`config.mk`:
```
export PLATFORM = sky130hd
export DESIGN_NAME = pid_controller_step
export DESIGN_NICKNAME = d
export VERILOG_FILES = /design/src/rtl/pctl_pkg.sv /design/src/rtl/pid_controller_step.sv /design/src/rtl/pctl_mul.sv /design/src/rtl/pctl_div.sv
export SDC_FILE = /design/constraint.sdc
export NUM_CORES = 2
export LEC_CHECK = 0
export BUFFER_PORTS_ARGS = -buffer_cell sky130_fd_sc_hd__buf_2
export CORE_ASPECT_RATIO = 0.5
export CORE_UTILIZATION = 30
export CTS_BUF_LIST = sky130_fd_sc_hd__clkbuf_8
export CTS_CLUSTER_DIAMETER = 150
export DETAILED_ROUTE_END_ITERATION = 10
export PLACE_DENSITY_LB_ADDON = 0.25
export SYNTH_ARGS = -nofsm -noshare
export SYNTH_HDL_FRONTEND = slang
export SYNTH_SLANG_ARGS = --single-unit
```
`constraint.sdc`:
```
create_clock -name clk -period 7.19 [get_ports clk]
set_clock_uncertainty 0.15 [all_clocks]
set_input_delay 0.3595 -clock clk [delete_from_list [all_inputs] [get_ports clk]]
set_output_delay 0.3595 -clock clk [all_outputs]
set_load 0.01 [all_outputs]
```
`src/rtl/pctl_pkg.sv`:
```
// ----------------------------------------------------------------------------
// pctl_pkg: shared types and constants of the PID controller step block
// Holds the sequencer states, the register indexes, the status record of the
// arithmetic units and the fixed constants of the time base.
// ----------------------------------------------------------------------------
`default_nettype none

package pctl_pkg;

  // Digit width of the shared multiplier; one digit of the multiplier operand per cycle.
  localparam int MUL_DIG  = 16;
  // Time base: elapsed time comes in milliseconds.
  localparam int MS_PER_S = 1000;
  localparam int MS_BITS  = 10;
  localparam int EL_BITS  = 16;

  typedef enum logic [1:0] {
    REG_GAIN_P,
    REG_GAIN_I,
    REG_GAIN_D
  } cfg_reg_t;

  typedef enum logic [3:0] {
    ST_IDLE,
    ST_MUL_P,
    ST_MUL_EL,
    ST_DIV_EL,
    ST_INT,
    ST_MUL_I,
    ST_MUL_K,
    ST_DIV_K,
    ST_MUL_D,
    ST_FIN
  } pctl_state_t;

  // Status of an iterative arithmetic unit; done is a one-cycle pulse.
  typedef struct packed {
    logic busy;
    logic done;
  } unit_sts_t;

  // Strobes from the sequencer to the datapath.
  typedef struct packed {
    logic mul_start;
    logic div_start;
    logic ld_term;
    logic add_term;
    logic upd_int;
    logic emit;
  } seq_ctl_t;

endpackage

`default_nettype wire

```
`src/rtl/pid_controller_step.sv`:
```
// ----------------------------------------------------------------------------
// pid_controller_step: fixed-point PID controller, one drive value per request
// Sequencer and datapath around a shared digit-serial multiplier and a shared
// radix-4 divider.
// ----------------------------------------------------------------------------
// Each input request carries a setpoint, a measurement (signed, FRAC_BITS
// fraction bits) and the milliseconds since the previous request, and yields
// one drive value plus a flag that is set when the drive or the integral was
// clipped. Work runs one request at a time through a sequencer that reuses
// one multiplier (one 16-bit operand digit per cycle) and one divider (two
// quotient bits per cycle). A request with zero setpoint and zero elapsed
// time needs only the proportional product; the two divider passes are the
// integral increment and the derivative rate. in_tready is high only while the
// sequencer is idle; a finished result waits in the output register while the
// next request is taken. Gains must be written through the cfg port only while
// the block is idle; the block itself does not enforce this.
// ----------------------------------------------------------------------------
`default_nettype none

module pid_controller_step #(
  parameter int DATA_WIDTH = 32,
  parameter int FRAC_BITS  = 16
) (
  input  wire logic                                           clk,
  input  wire logic                                           rst_n,
  // in_tdata fields from bit 0: setpoint, measured, elapsed_ms, zero fill
  input  wire logic [((2*DATA_WIDTH+pctl_pkg::EL_BITS+7)/8)*8-1:0] in_tdata,
  input  wire logic                                           in_tvalid,
  output logic                                                in_tready,
  // out_tdata fields from bit 0: drive, zero fill
  output logic [((DATA_WIDTH+7)/8)*8-1:0]                     out_tdata,
  // out_tuser fields from bit 0: saturated
  output logic                                                out_tuser,
  output logic                                                out_tvalid,
  input  wire logic                                           out_tready,
  input  wire logic                                           cfg_wen,
  input  wire logic [1:0]                                     cfg_index,
  input  wire logic [DATA_WIDTH-1:0]                          cfg_wdata
);

  localparam int W    = DATA_WIDTH;
  localparam int F    = FRAC_BITS;
  localparam int EB   = pctl_pkg::EL_BITS;
  localparam int IW   = W + F;
  localparam int EW   = W + 1;
  localparam int DW   = W + 2;
  localparam int RW   = DW + pctl_pkg::MS_BITS;
  localparam int XW   = W + ((F > RW - W) ? F : (RW - W));
  localparam int DIG  = pctl_pkg::MUL_DIG;
  localparam int NDG  = (((W > EB + 1) ? W : (EB + 1)) + DIG - 1) / DIG;
  localparam int BW   = NDG * DIG;
  localparam int PW   = XW + BW;
  localparam int SW   = PW - F + 2;
  localparam int AW   = ((IW > XW) ? IW : XW) + 1;
  localparam int MW   = ((W + EB + 1) / 2) * 2;
  localparam int ODW  = ((W + 7) / 8) * 8;

  pctl_pkg::pctl_state_t state_r;
  pctl_pkg::pctl_state_t state_nxt;
  pctl_pkg::seq_ctl_t    ctl;
  pctl_pkg::unit_sts_t   mul_sts;
  pctl_pkg::unit_sts_t   div_sts;

  logic signed [W-1:0]   gain_p_r;
  logic signed [W-1:0]   gain_i_r;
  logic signed [W-1:0]   gain_d_r;
  logic signed [IW-1:0]  integ_r;
  logic signed [IW-1:0]  integ_nxt;
  logic signed [EW-1:0]  prev_err_r;
  logic signed [EW-1:0]  err_r;
  logic signed [DW-1:0]  diff_r;
  logic [EB-1:0]         el_r;
  logic                  sp_nz_r;
  logic                  sat_r;
  logic signed [SW-1:0]  sum_r;
  logic [W-1:0]          drive_r;
  logic                  out_sat_r;
  logic                  out_valid_r;

  logic                  in_fire;
  logic                  out_free;
  logic                  el_nz;
  logic signed [W-1:0]   sp_in;
  logic signed [W-1:0]   ms_in;
  logic signed [EW-1:0]  err_in;
  logic signed [DW-1:0]  diff_in;

  logic signed [XW-1:0]  mul_x;
  logic [BW-1:0]         mul_b;
  logic signed [PW-1:0]  mul_acc;
  logic [PW-1:0]         acc_abs;
  logic [EB-1:0]         div_dvs;
  logic signed [XW-1:0]  div_quot;
  logic signed [SW-1:0]  term;

  logic signed [AW-1:0]  int_sum;
  logic                  int_ovf;
  logic                  drv_ovf;
  logic [W-1:0]          drv_val;

  assign in_tready  = (state_r == pctl_pkg::ST_IDLE);
  assign in_fire    = in_tvalid & in_tready;
  assign out_free   = ~out_valid_r | out_tready;
  assign el_nz      = (el_r != '0);
  assign out_tvalid = out_valid_r;
  assign out_tdata  = ODW'(drive_r);
  assign out_tuser  = out_sat_r;

  assign sp_in   = in_tdata[W-1:0];
  assign ms_in   = in_tdata[2*W-1:W];
  assign err_in  = EW'(sp_in) - EW'(ms_in);
  assign diff_in = DW'(err_in) - DW'(prev_err_r);

  // ---------------- sequencer ----------------
  always_ff @(posedge clk) begin
    if (!rst_n) begin
      state_r <= pctl_pkg::ST_IDLE;
    end else begin
      state_r <= state_nxt;
    end
  end

  always_comb begin
    state_nxt = state_r;
    unique case (state_r)
      pctl_pkg::ST_IDLE: begin
        if (in_fire) state_nxt = pctl_pkg::ST_MUL_P;
      end
      pctl_pkg::ST_MUL_P: begin
        if (mul_sts.done) begin
          if (sp_nz_r) begin
            state_nxt = el_nz ? pctl_pkg::ST_MUL_EL : pctl_pkg::ST_MUL_I;
          end else begin
            state_nxt = el_nz ? pctl_pkg::ST_MUL_K : pctl_pkg::ST_FIN;
          end
        end
      end
      pctl_pkg::ST_MUL_EL: begin
        if (mul_sts.done) state_nxt = pctl_pkg::ST_DIV_EL;
      end
      pctl_pkg::ST_DIV_EL: begin
        if (div_sts.done) state_nxt = pctl_pkg::ST_INT;
      end
      pctl_pkg::ST_INT: begin
        state_nxt = pctl_pkg::ST_MUL_I;
      end
      pctl_pkg::ST_MUL_I: begin
        if (mul_sts.done) state_nxt = el_nz ? pctl_pkg::ST_MUL_K : pctl_pkg::ST_FIN;
      end
      pctl_pkg::ST_MUL_K: begin
        if (mul_sts.done) state_nxt = pctl_pkg::ST_DIV_K;
      end
      pctl_pkg::ST_DIV_K: begin
        if (div_sts.done) state_nxt = pctl_pkg::ST_MUL_D;
      end
      pctl_pkg::ST_MUL_D: begin
        if (mul_sts.done) state_nxt = pctl_pkg::ST_FIN;
      end
      pctl_pkg::ST_FIN: begin
        if (out_free) state_nxt = pctl_pkg::ST_IDLE;
      end
      default: state_nxt = pctl_pkg::ST_IDLE;
    endcase
  end

  always_comb begin
    ctl.mul_start = (state_nxt != state_r) &&
                    (state_nxt inside {pctl_pkg::ST_MUL_P, pctl_pkg::ST_MUL_EL,
                                       pctl_pkg::ST_MUL_I, pctl_pkg::ST_MUL_K,
                                       pctl_pkg::ST_MUL_D});
    ctl.div_start = (state_nxt != state_r) &&
                    (state_nxt inside {pctl_pkg::ST_DIV_EL, pctl_pkg::ST_DIV_K});
    ctl.ld_term   = (state_r == pctl_pkg::ST_MUL_P) && mul_sts.done;
    ctl.add_term  = ((state_r == pctl_pkg::ST_MUL_I) || (state_r == pctl_pkg::ST_MUL_D)) &&
                    mul_sts.done;
    ctl.upd_int   = (state_r == pctl_pkg::ST_INT);
    ctl.emit      = (state_r == pctl_pkg::ST_FIN) && out_free;
  end

  // ---------------- operand selection ----------------
  always_comb begin
    case (state_nxt)
      pctl_pkg::ST_MUL_P: begin
        mul_x = XW'(err_in);
        mul_b = BW'(gain_p_r);
      end
      pctl_pkg::ST_MUL_EL: begin
        mul_x = XW'(err_r);
        mul_b = BW'(el_r);
      end
      pctl_pkg::ST_MUL_I: begin
        mul_x = XW'(integ_nxt);
        mul_b = BW'(gain_i_r);
      end
      pctl_pkg::ST_MUL_K: begin
        mul_x = XW'(diff_r);
        mul_b = BW'(pctl_pkg::MS_PER_S);
      end
      default: begin
        mul_x = div_quot;
        mul_b = BW'(gain_d_r);
      end
    endcase
  end

  assign acc_abs = mul_acc[PW-1] ? (~mul_acc + PW'(1)) : mul_acc;
  assign div_dvs = (state_nxt == pctl_pkg::ST_DIV_EL) ? EB'(pctl_pkg::MS_PER_S) : el_r;
  // Each gain product is floored before it joins the sum.
  assign term    = SW'(mul_acc >>> F);

  pctl_mul #(
    .XW (XW),
    .BW (BW)
  ) u_mul (
    .clk   (clk),
    .rst_n (rst_n),
    .start (ctl.mul_start),
    .x     (mul_x),
    .b     (mul_b),
    .acc   (mul_acc),
    .sts   (mul_sts)
  );

  pctl_div #(
    .MW (MW),
    .QW (XW)
  ) u_div (
    .clk     (clk),
    .rst_n   (rst_n),
    .start   (ctl.div_start),
    .dvd_mag (acc_abs[MW-1:0]),
    .neg     (mul_acc[PW-1]),
    .dvs     (div_dvs),
    .quot    (div_quot),
    .sts     (div_sts)
  );

  // ---------------- integral and drive saturation ----------------
  always_comb begin
    int_sum   = AW'(integ_r) + AW'(div_quot);
    int_ovf   = ~((&int_sum[AW-1:IW-1]) | ~(|int_sum[AW-1:IW-1]));
    integ_nxt = integ_r;
    if (ctl.upd_int) begin
      if (int_ovf) begin
        integ_nxt = int_sum[AW-1] ? {1'b1, {(IW-1){1'b0}}} : {1'b0, {(IW-1){1'b1}}};
      end else begin
        integ_nxt = int_sum[IW-1:0];
      end
    end
  end

  always_comb begin
    drv_ovf = ~((&sum_r[SW-1:W-1]) | ~(|sum_r[SW-1:W-1]));
    if (drv_ovf) begin
      drv_val = sum_r[SW-1] ? {1'b1, {(W-1){1'b0}}} : {1'b0, {(W-1){1'b1}}};
    end else begin
      drv_val = sum_r[W-1:0];
    end
  end

  // ---------------- registers ----------------
  always_ff @(posedge clk) begin
    if (!rst_n) begin
      gain_p_r    <= '0;
      gain_i_r    <= '0;
      gain_d_r    <= '0;
      integ_r     <= '0;
      prev_err_r  <= '0;
      out_valid_r <= 1'b0;
    end else begin
      if (cfg_wen) begin
        unique case (cfg_index)
          pctl_pkg::REG_GAIN_P: gain_p_r <= cfg_wdata;
          pctl_pkg::REG_GAIN_I: gain_i_r <= cfg_wdata;
          pctl_pkg::REG_GAIN_D: gain_d_r <= cfg_wdata;
          default: ;
        endcase
      end
      integ_r <= integ_nxt;
      if (ctl.emit) begin
        prev_err_r  <= err_r;
        out_valid_r <= 1'b1;
      end else if (out_tready) begin
        out_valid_r <= 1'b0;
      end
    end
  end

  always_ff @(posedge clk) begin
    if (in_fire) begin
      err_r   <= err_in;
      diff_r  <= diff_in;
      sp_nz_r <= |sp_in;
      el_r    <= in_tdata[2*W+EB-1:2*W];
      sat_r   <= 1'b0;
    end else if (ctl.upd_int && int_ovf) begin
      sat_r <= 1'b1;
    end
    if (ctl.ld_term) begin
      sum_r <= term;
    end else if (ctl.add_term) begin
      sum_r <= sum_r + term;
    end
    if (ctl.emit) begin
      drive_r   <= drv_val;
      out_sat_r <= sat_r | drv_ovf;
    end
  end

  // ---------------- assertions ----------------
  a_units_exclusive: assert property (@(posedge clk) disable iff (!rst_n)
    !(mul_sts.busy && div_sts.busy))
    else $error("multiplier and divider busy at the same time");

  // A new product may start in the cycle in which the previous one reports done.
  a_mul_start_idle: assert property (@(posedge clk) disable iff (!rst_n)
    ctl.mul_start |-> !mul_sts.busy)
    else $error("multiplier started while still working");

  a_div_nonzero: assert property (@(posedge clk) disable iff (!rst_n)
    ctl.div_start |-> !div_sts.busy && (div_dvs != '0))
    else $error("divider started busy or with a zero divisor");

  a_integral_frozen: assert property (@(posedge clk) disable iff (!rst_n)
    (state_r != pctl_pkg::ST_IDLE) && !sp_nz_r |=> $stable(integ_r))
    else $error("integral changed for a request with zero setpoint");

endmodule

`default_nettype wire

```
`src/rtl/pctl_mul.sv`:
```
// ----------------------------------------------------------------------------
// pctl_mul: shared digit-serial multiplier
// Multiplies a signed operand by a signed multiplier operand, one digit of the
// multiplier per cycle, most significant digit first.
// ----------------------------------------------------------------------------
`default_nettype none

module pctl_mul #(
  parameter int XW = 48,
  parameter int BW = 32
) (
  input  wire logic                      clk,
  input  wire logic                      rst_n,
  input  wire logic                      start,
  input  wire logic signed [XW-1:0]      x,
  input  wire logic        [BW-1:0]      b,
  output logic signed      [XW+BW-1:0]   acc,
  output pctl_pkg::unit_sts_t            sts
);

  localparam int DIG = pctl_pkg::MUL_DIG;
  localparam int ND  = BW / DIG;
  localparam int PW  = XW + BW;
  localparam int CW  = $clog2(ND + 1);

  logic                 busy_r;
  logic                 done_r;
  logic [CW-1:0]        cnt_r;
  logic                 first_r;
  logic signed [XW-1:0] x_r;
  logic [BW-1:0]        b_r;
  logic signed [PW-1:0] acc_r;

  logic [DIG-1:0]         top_dig;
  logic signed [DIG:0]    dg;
  logic signed [XW+DIG:0] prod;
  logic signed [PW-1:0]   acc_nxt;

  // The top digit carries the sign of the multiplier operand; the others are unsigned.
  always_comb begin
    top_dig = b_r[BW-1 -: DIG];
    dg      = first_r ? {top_dig[DIG-1], top_dig} : {1'b0, top_dig};
    prod    = x_r * dg;
    acc_nxt = (acc_r <<< DIG) + PW'(prod);
  end

  always_ff @(posedge clk) begin
    if (!rst_n) begin
      busy_r <= 1'b0;
      done_r <= 1'b0;
      cnt_r  <= '0;
    end else begin
      done_r <= 1'b0;
      if (start) begin
        busy_r <= 1'b1;
        cnt_r  <= CW'(ND);
      end else if (busy_r) begin
        cnt_r <= cnt_r - CW'(1);
        if (cnt_r == CW'(1)) begin
          busy_r <= 1'b0;
          done_r <= 1'b1;
        end
      end
    end
  end

  always_ff @(posedge clk) begin
    if (start) begin
      x_r     <= x;
      b_r     <= b;
      acc_r   <= '0;
      first_r <= 1'b1;
    end else if (busy_r) begin
      acc_r   <= acc_nxt;
      b_r     <= b_r << DIG;
      first_r <= 1'b0;
    end
  end

  assign acc      = acc_r;
  assign sts.busy = busy_r;
  assign sts.done = done_r;

endmodule

`default_nettype wire

```
`src/rtl/pctl_div.sv`:
```
// ----------------------------------------------------------------------------
// pctl_div: shared radix-4 divider
// Divides an unsigned dividend magnitude by a nonzero 16-bit divisor, two
// quotient bits per cycle, then applies the sign in a final fix step. The
// quotient truncates toward zero.
// ----------------------------------------------------------------------------
`default_nettype none

module pctl_div #(
  parameter int MW = 48,
  parameter int QW = 48
) (
  input  wire logic                                 clk,
  input  wire logic                                 rst_n,
  input  wire logic                                 start,
  input  wire logic [MW-1:0]                        dvd_mag,
  input  wire logic                                 neg,
  input  wire logic [pctl_pkg::EL_BITS-1:0]         dvs,
  output logic signed [QW-1:0]                      quot,
  output pctl_pkg::unit_sts_t                       sts
);

  localparam int EB    = pctl_pkg::EL_BITS;
  localparam int STEPS = MW / 2;
  localparam int CW    = $clog2(STEPS + 1);

  logic                 busy_r;
  logic                 fix_r;
  logic                 done_r;
  logic [CW-1:0]        cnt_r;
  logic [MW-1:0]        dq_r;
  logic [EB-1:0]        rem_r;
  logic [EB-1:0]        d_r;
  logic                 neg_r;
  logic signed [QW-1:0] quot_r;

  logic [EB:0]       dx;
  logic [EB:0]       t1;
  logic [EB:0]       t2;
  logic              q1;
  logic              q2;
  logic [EB-1:0]     r1;
  logic [EB-1:0]     r2;
  logic [QW+MW-1:0]  qext;
  logic [QW+MW-1:0]  qsgn;

  always_comb begin
    dx   = {1'b0, d_r};
    t1   = {rem_r, dq_r[MW-1]};
    q1   = (t1 >= dx);
    r1   = q1 ? EB'(t1 - dx) : t1[EB-1:0];
    t2   = {r1, dq_r[MW-2]};
    q2   = (t2 >= dx);
    r2   = q2 ? EB'(t2 - dx) : t2[EB-1:0];
    qext = (QW + MW)'(dq_r);
    qsgn = neg_r ? (~qext + (QW + MW)'(1)) : qext;
  end

  always_ff @(posedge clk) begin
    if (!rst_n) begin
      busy_r <= 1'b0;
      fix_r  <= 1'b0;
      done_r <= 1'b0;
      cnt_r  <= '0;
    end else begin
      done_r <= 1'b0;
      fix_r  <= 1'b0;
      if (start) begin
        busy_r <= 1'b1;
        cnt_r  <= CW'(STEPS);
      end else if (busy_r) begin
        cnt_r <= cnt_r - CW'(1);
        if (cnt_r == CW'(1)) begin
          busy_r <= 1'b0;
          fix_r  <= 1'b1;
        end
      end else if (fix_r) begin
        done_r <= 1'b1;
      end
    end
  end

  // The dividend shifts out at the top while quotient bits shift in at the bottom.
  always_ff @(posedge clk) begin
    if (start) begin
      dq_r  <= dvd_mag;
      rem_r <= '0;
      d_r   <= dvs;
      neg_r <= neg;
    end else if (busy_r) begin
      dq_r  <= {dq_r[MW-3:0], q1, q2};
      rem_r <= r2;
    end
    if (fix_r) begin
      quot_r <= qsgn[QW-1:0];
    end
  end

  assign quot     = quot_r;
  assign sts.busy = busy_r | fix_r;
  assign sts.done = done_r;

endmodule

`default_nettype wire
```
==> flow_metrics.env <==
export IMPL_largest_net_degree_at_the_start_of_global_routing=88
export IMPL_unrepaired_setup_endpoints_after_global_routing="yes"
export IMPL_cts_htree_levels=3
export IMPL_multi_input_logic_area_mm2=0.05037
export IMPL_first_global_vias=59900
export IMPL_finish_utilization=0.3543
export IMPL_hold_path_cell_count=3
export IMPL_route_final_wire_length_um=249400
export IMPL_crit_path_end_kind="flop"
export IMPL_r2r_slack_ns=0.12
export IMPL_synth_seq_cells=668
export IMPL_report_final_setup_viol=0
export IMPL_avgRoutedWirePerCell_um=20.81
export IMPL_worst_slew_margin=0.1947
export IMPL_crit_top_cell="sky130_fd_sc_hd__fa_1"
export IMPL_cts_reportedPaths_clkPinSlew_ns=0.07
export IMPL_crit_arrival_ns=7.57
export IMPL_synthesis_area_per_instance_um2=8.850
export IMPL_initial_core_utilization=0.3022
export IMPL_run_status="finished, final reports clean"
export IMPL_number_of_flops_mapped_to_enable_cells_by_yosys=376
export IMPL_postSynth_asyncResetShare=0
export IMPL_clk_root_buffer_cell="sky130_fd_sc_hd__clkbuf_8"
export IMPL_setup_worst_path_class="reg2reg"
export IMPL_r2r_end="u_mul.acc[67]"
export IMPL_groute_usage_overall=0.1984
export IMPL_leftover_overflow_at_the_end_of_global_routing=0
export IMPL_instance_count_of_the_mapped_netlist=8199
export IMPL_final_min_period_over_clock_period=0.9830
export IMPL_worst_skew_pair_late_latency_ns=0.88
export IMPL_num_fill_cells=24840
export IMPL_tritoncts="yes"
export IMPL_mapped_nets=9647
export IMPL_grt_first_pass_wirelength_um=374500
export IMPL_place_congestion=0.9434
export IMPL_worst_r2r_startpoint="u_mul.b_r[18]"
export IMPL_period_minus_slack_ns=7.068
export IMPL_synth_seq_area_share=0.2362
export IMPL_cp_slowest_stage_delay_ns=0.56
export IMPL_synth_largest_area_cell="sky130_fd_sc_hd__fa_1"
export IMPL_synth_top_cell_area_share=0.2499
export IMPL_yosys_top_cells_area="sky130_fd_sc_hd__fa_1 25%, sky130_fd_sc_hd__edfxtp_1 16%, sky130_fd_sc_hd__dfxtp_1 8.1%"
export IMPL_leading_cell_type_in_the_layout_fill_and_taps_excluded="sky130_fd_sc_hd__nand2_1"
export IMPL_clock_fmax_mhz=141.5
export IMPL_cts_max_path_buffers=3
export IMPL_worstHoldEndpoint="err_r[1]"
export IMPL_ios=154
export IMPL_port_buffer_count=153
export IMPL_area_growth_synth_to_final_pct=17.24
export IMPL_detail_route_vias_per_cell=4.992
export IMPL_antenna_left=0
export IMPL_finalSetupTns_ns=0
export IMPL_placeableCoreArea_mm2=0.2401
export IMPL_worst_path_cell_with_the_longest_stage_delay="sky130_fd_sc_hd__fa_1"
export IMPL_ff_latch_area_mm2=0.01714
export IMPL_place_detailed_hpwl_um=194000
export IMPL_mapped_area_mm2=0.07256
export IMPL_critical_path_startpoint_type="flop"
export IMPL_clock_sinks=668
export IMPL_drive_above_1_share=0.1224
export IMPL_transition_time_at_the_pin_with_the_least_slew_margin_ns=1.207
export IMPL_most_used_cells_in_the_layout_excluding_fill_and_tap_cells="1228 x sky130_fd_sc_hd__nand2_1, 1223 x sky130_fd_sc_hd__inv_1, 875 x sky130_fd_sc_hd__fa_1"
export IMPL_final_cell_area_mm2=0.08507
export IMPL_drv_cap=0
export IMPL_grt_antenna_before_repair=28
export IMPL_ys_warn_count=0
export IMPL_hp_start="in_tdata[33]"
export IMPL_number_of_hold_slack_violations_in_the_final_timing_report=0
export IMPL_cts_inserted_buffers=112
export IMPL_finish_net_count=10100
export IMPL_timing_final_max_slew_violations=0
export IMPL_min_path_type="in2reg"
export IMPL_detail_route_drc_violations=0
export IMPL_placementRows=127
export IMPL_die_area_mm2=0.2440
export IMPL_first_iter_violations=4926
export IMPL_routed_via_count=59800
export IMPL_cp_max_fo=5
export IMPL_drt_pre_antenna_iters=6
export IMPL_die_height_um=349.8
export IMPL_yosys_most_used_dff="sky130_fd_sc_hd__edfxtp_1"
export IMPL_die_width_um=697.5
export IMPL_cp_required_ns=7.69
export IMPL_yosys_cell_types_count=88
export IMPL_placement_cell_area_mm2=0.08020
export IMPL_ff2ff_path_depth=26
-- synth_stat cells, types with 25 or more instances --
cell,instances
sky130_fd_sc_hd__mux2i_1,69
sky130_fd_sc_hd__nand4_1,90
sky130_fd_sc_hd__a21o_1,154
sky130_fd_sc_hd__a221oi_1,26
sky130_fd_sc_hd__o21ai_1,202
sky130_fd_sc_hd__o31ai_1,61
sky130_fd_sc_hd__nor4_1,44
sky130_fd_sc_hd__o21bai_1,52
sky130_fd_sc_hd__o21a_1,50
sky130_fd_sc_hd__o21ai_0,138
sky130_fd_sc_hd__xnor2_1,204
sky130_fd_sc_hd__a31oi_1,52
sky130_fd_sc_hd__nand3_1,72
sky130_fd_sc_hd__fa_1,906
sky130_fd_sc_hd__nor2_1,394
sky130_fd_sc_hd__xor2_1,131
sky130_fd_sc_hd__or3_1,34
sky130_fd_sc_hd__a22oi_1,33
sky130_fd_sc_hd__inv_1,1214
sky130_fd_sc_hd__nand2_1,1238
sky130_fd_sc_hd__o211ai_1,25
sky130_fd_sc_hd__ha_1,423
sky130_fd_sc_hd__a21oi_1,510
sky130_fd_sc_hd__nor2b_1,72
sky130_fd_sc_hd__and3_1,43
sky130_fd_sc_hd__a211oi_1,38
sky130_fd_sc_hd__nand2b_1,35
sky130_fd_sc_hd__nor3_1,71
sky130_fd_sc_hd__and2_1,289
sky130_fd_sc_hd__a21boi_0,110
sky130_fd_sc_hd__clkbuf_1,396
sky130_fd_sc_hd__a21boi_1,63
sky130_fd_sc_hd__edfxtp_1,376
sky130_fd_sc_hd__dfxtp_1,292
-- cells by family (layout without fill, tap and decap cells) --
logic type | Yosys count | in the layout | share of synthesized area
buffers and inverters | 1626 | 2175 | 0.08414
DFF | 668 | 668 | 0.2362
xor gates and xnor gates | 335 | 335 | 0.04043
AOI/OAI and AO/OA | 1686 | 1686 | 0.1482
and+or+nand+nor | 2479 | 2479 | 0.1576
muxes | 76 | 76 | 0.01060
adders and majority gates | 1329 | 1329 | 0.3229
other | 0 | 8 | 0
-- per-layer routing --
metal	part of all wire	global-route usage	routed length, um
met5	0.00016	0	40
met1	0.48	0.2926	120800
met4	0.023	0.04086	5811
met2	0.43	0.3098	108400
met3	0.057	0.02587	14320
-- through the flow --
step | instances | setup slack (ns) | hold WS [ns]
global route | 11980 | -0.08047 | 0.02899
detailed placement | 11630 | -0.2934 | 0.2950
CTS | 11910 | -0.02526 | 0.00002454
floorplan | 8199 | 0.01461 | 0.2780
finish | 11980 | 0.1220 | 0.05209
global placement | 11630 | -0.3424 | 0.2917
-- worst max-delay path by stage --
| stage | startpoint | end | slack [ns] | depth (start not counted) |
|---|---|---|---|---|
| 4_1_cts | u_mul.b_r[18] | u_mul.acc[55] | -0.03 | 26 |
| 6_report | u_mul.b_r[18] | u_mul.acc[67] | 0.12 | 26 |
| 5_1_grt | u_mul.b_r[19] | u_mul.acc[72] | -0.08 | 24 |
| 2_1_floorplan | u_mul.x_r[47] | u_mul.acc[72] | 0.01 | 22 |
| 3_3_place_gp | u_mul.x_r[17] | u_mul.acc[55] | -0.34 | 23 |
| 3_5_place_dp | u_mul.x_r[17] | u_mul.acc[55] | -0.29 | 23 |
-- layout make-up --
cell class,instances,share of cell area
Tap cell,3225,0.04743
Sequential cell,668,0.2015
Timing Repair Buffer,745,0.07814
Antenna cell,8,0.0002353
Clock buffer,119,0.01925
Multi-Input combinational cell,5905,0.5920
Inverter,1220,0.05393
Clock inverter,91,0.007442
-- flip-flops by register name, summed over array words and instances, names as in the netlist, 33 cells and up --
| signal | flops |
|---|---|
| u_div.quot | 48 |
| diff_r | 34 |
| u_mul.x_r | 48 |
| sum_r | 66 |
| prev_err_r | 33 |
| integ_r | 48 |
| err_r | 33 |
| u_div.dq_r | 48 |
| u_mul.acc | 80 |
-- critical path: cells and delay by family, from the launching register on --
kind                     cells  cell delay (ns)
AO/OA/AOI/OAI                4             0.92
XOR/XNOR                     1             0.18
adder cells (fa/ha/maj)      7             3.44
buffers and inverters        8             0.93
flip-flops                   1             0.44
multiplexers                 1             0.14
AND/OR/NAND/NOR              5             0.62
-- timing repair --
action | 4_1_cts | 5_1_grt
hold buffers | 68 | 0
hold endpoints to repair | 138 | 0
setup buffers | 9 | 51
cloned | 0 | 17
pin swaps | 6 | 107
endpoints found under the setup margin | 24 | 36
resized for setup | 25 | 214
Power is left out: the tool's default activity adds up to more than one toggle a clock period on the data nets, which glitch-free logic cannot reach.
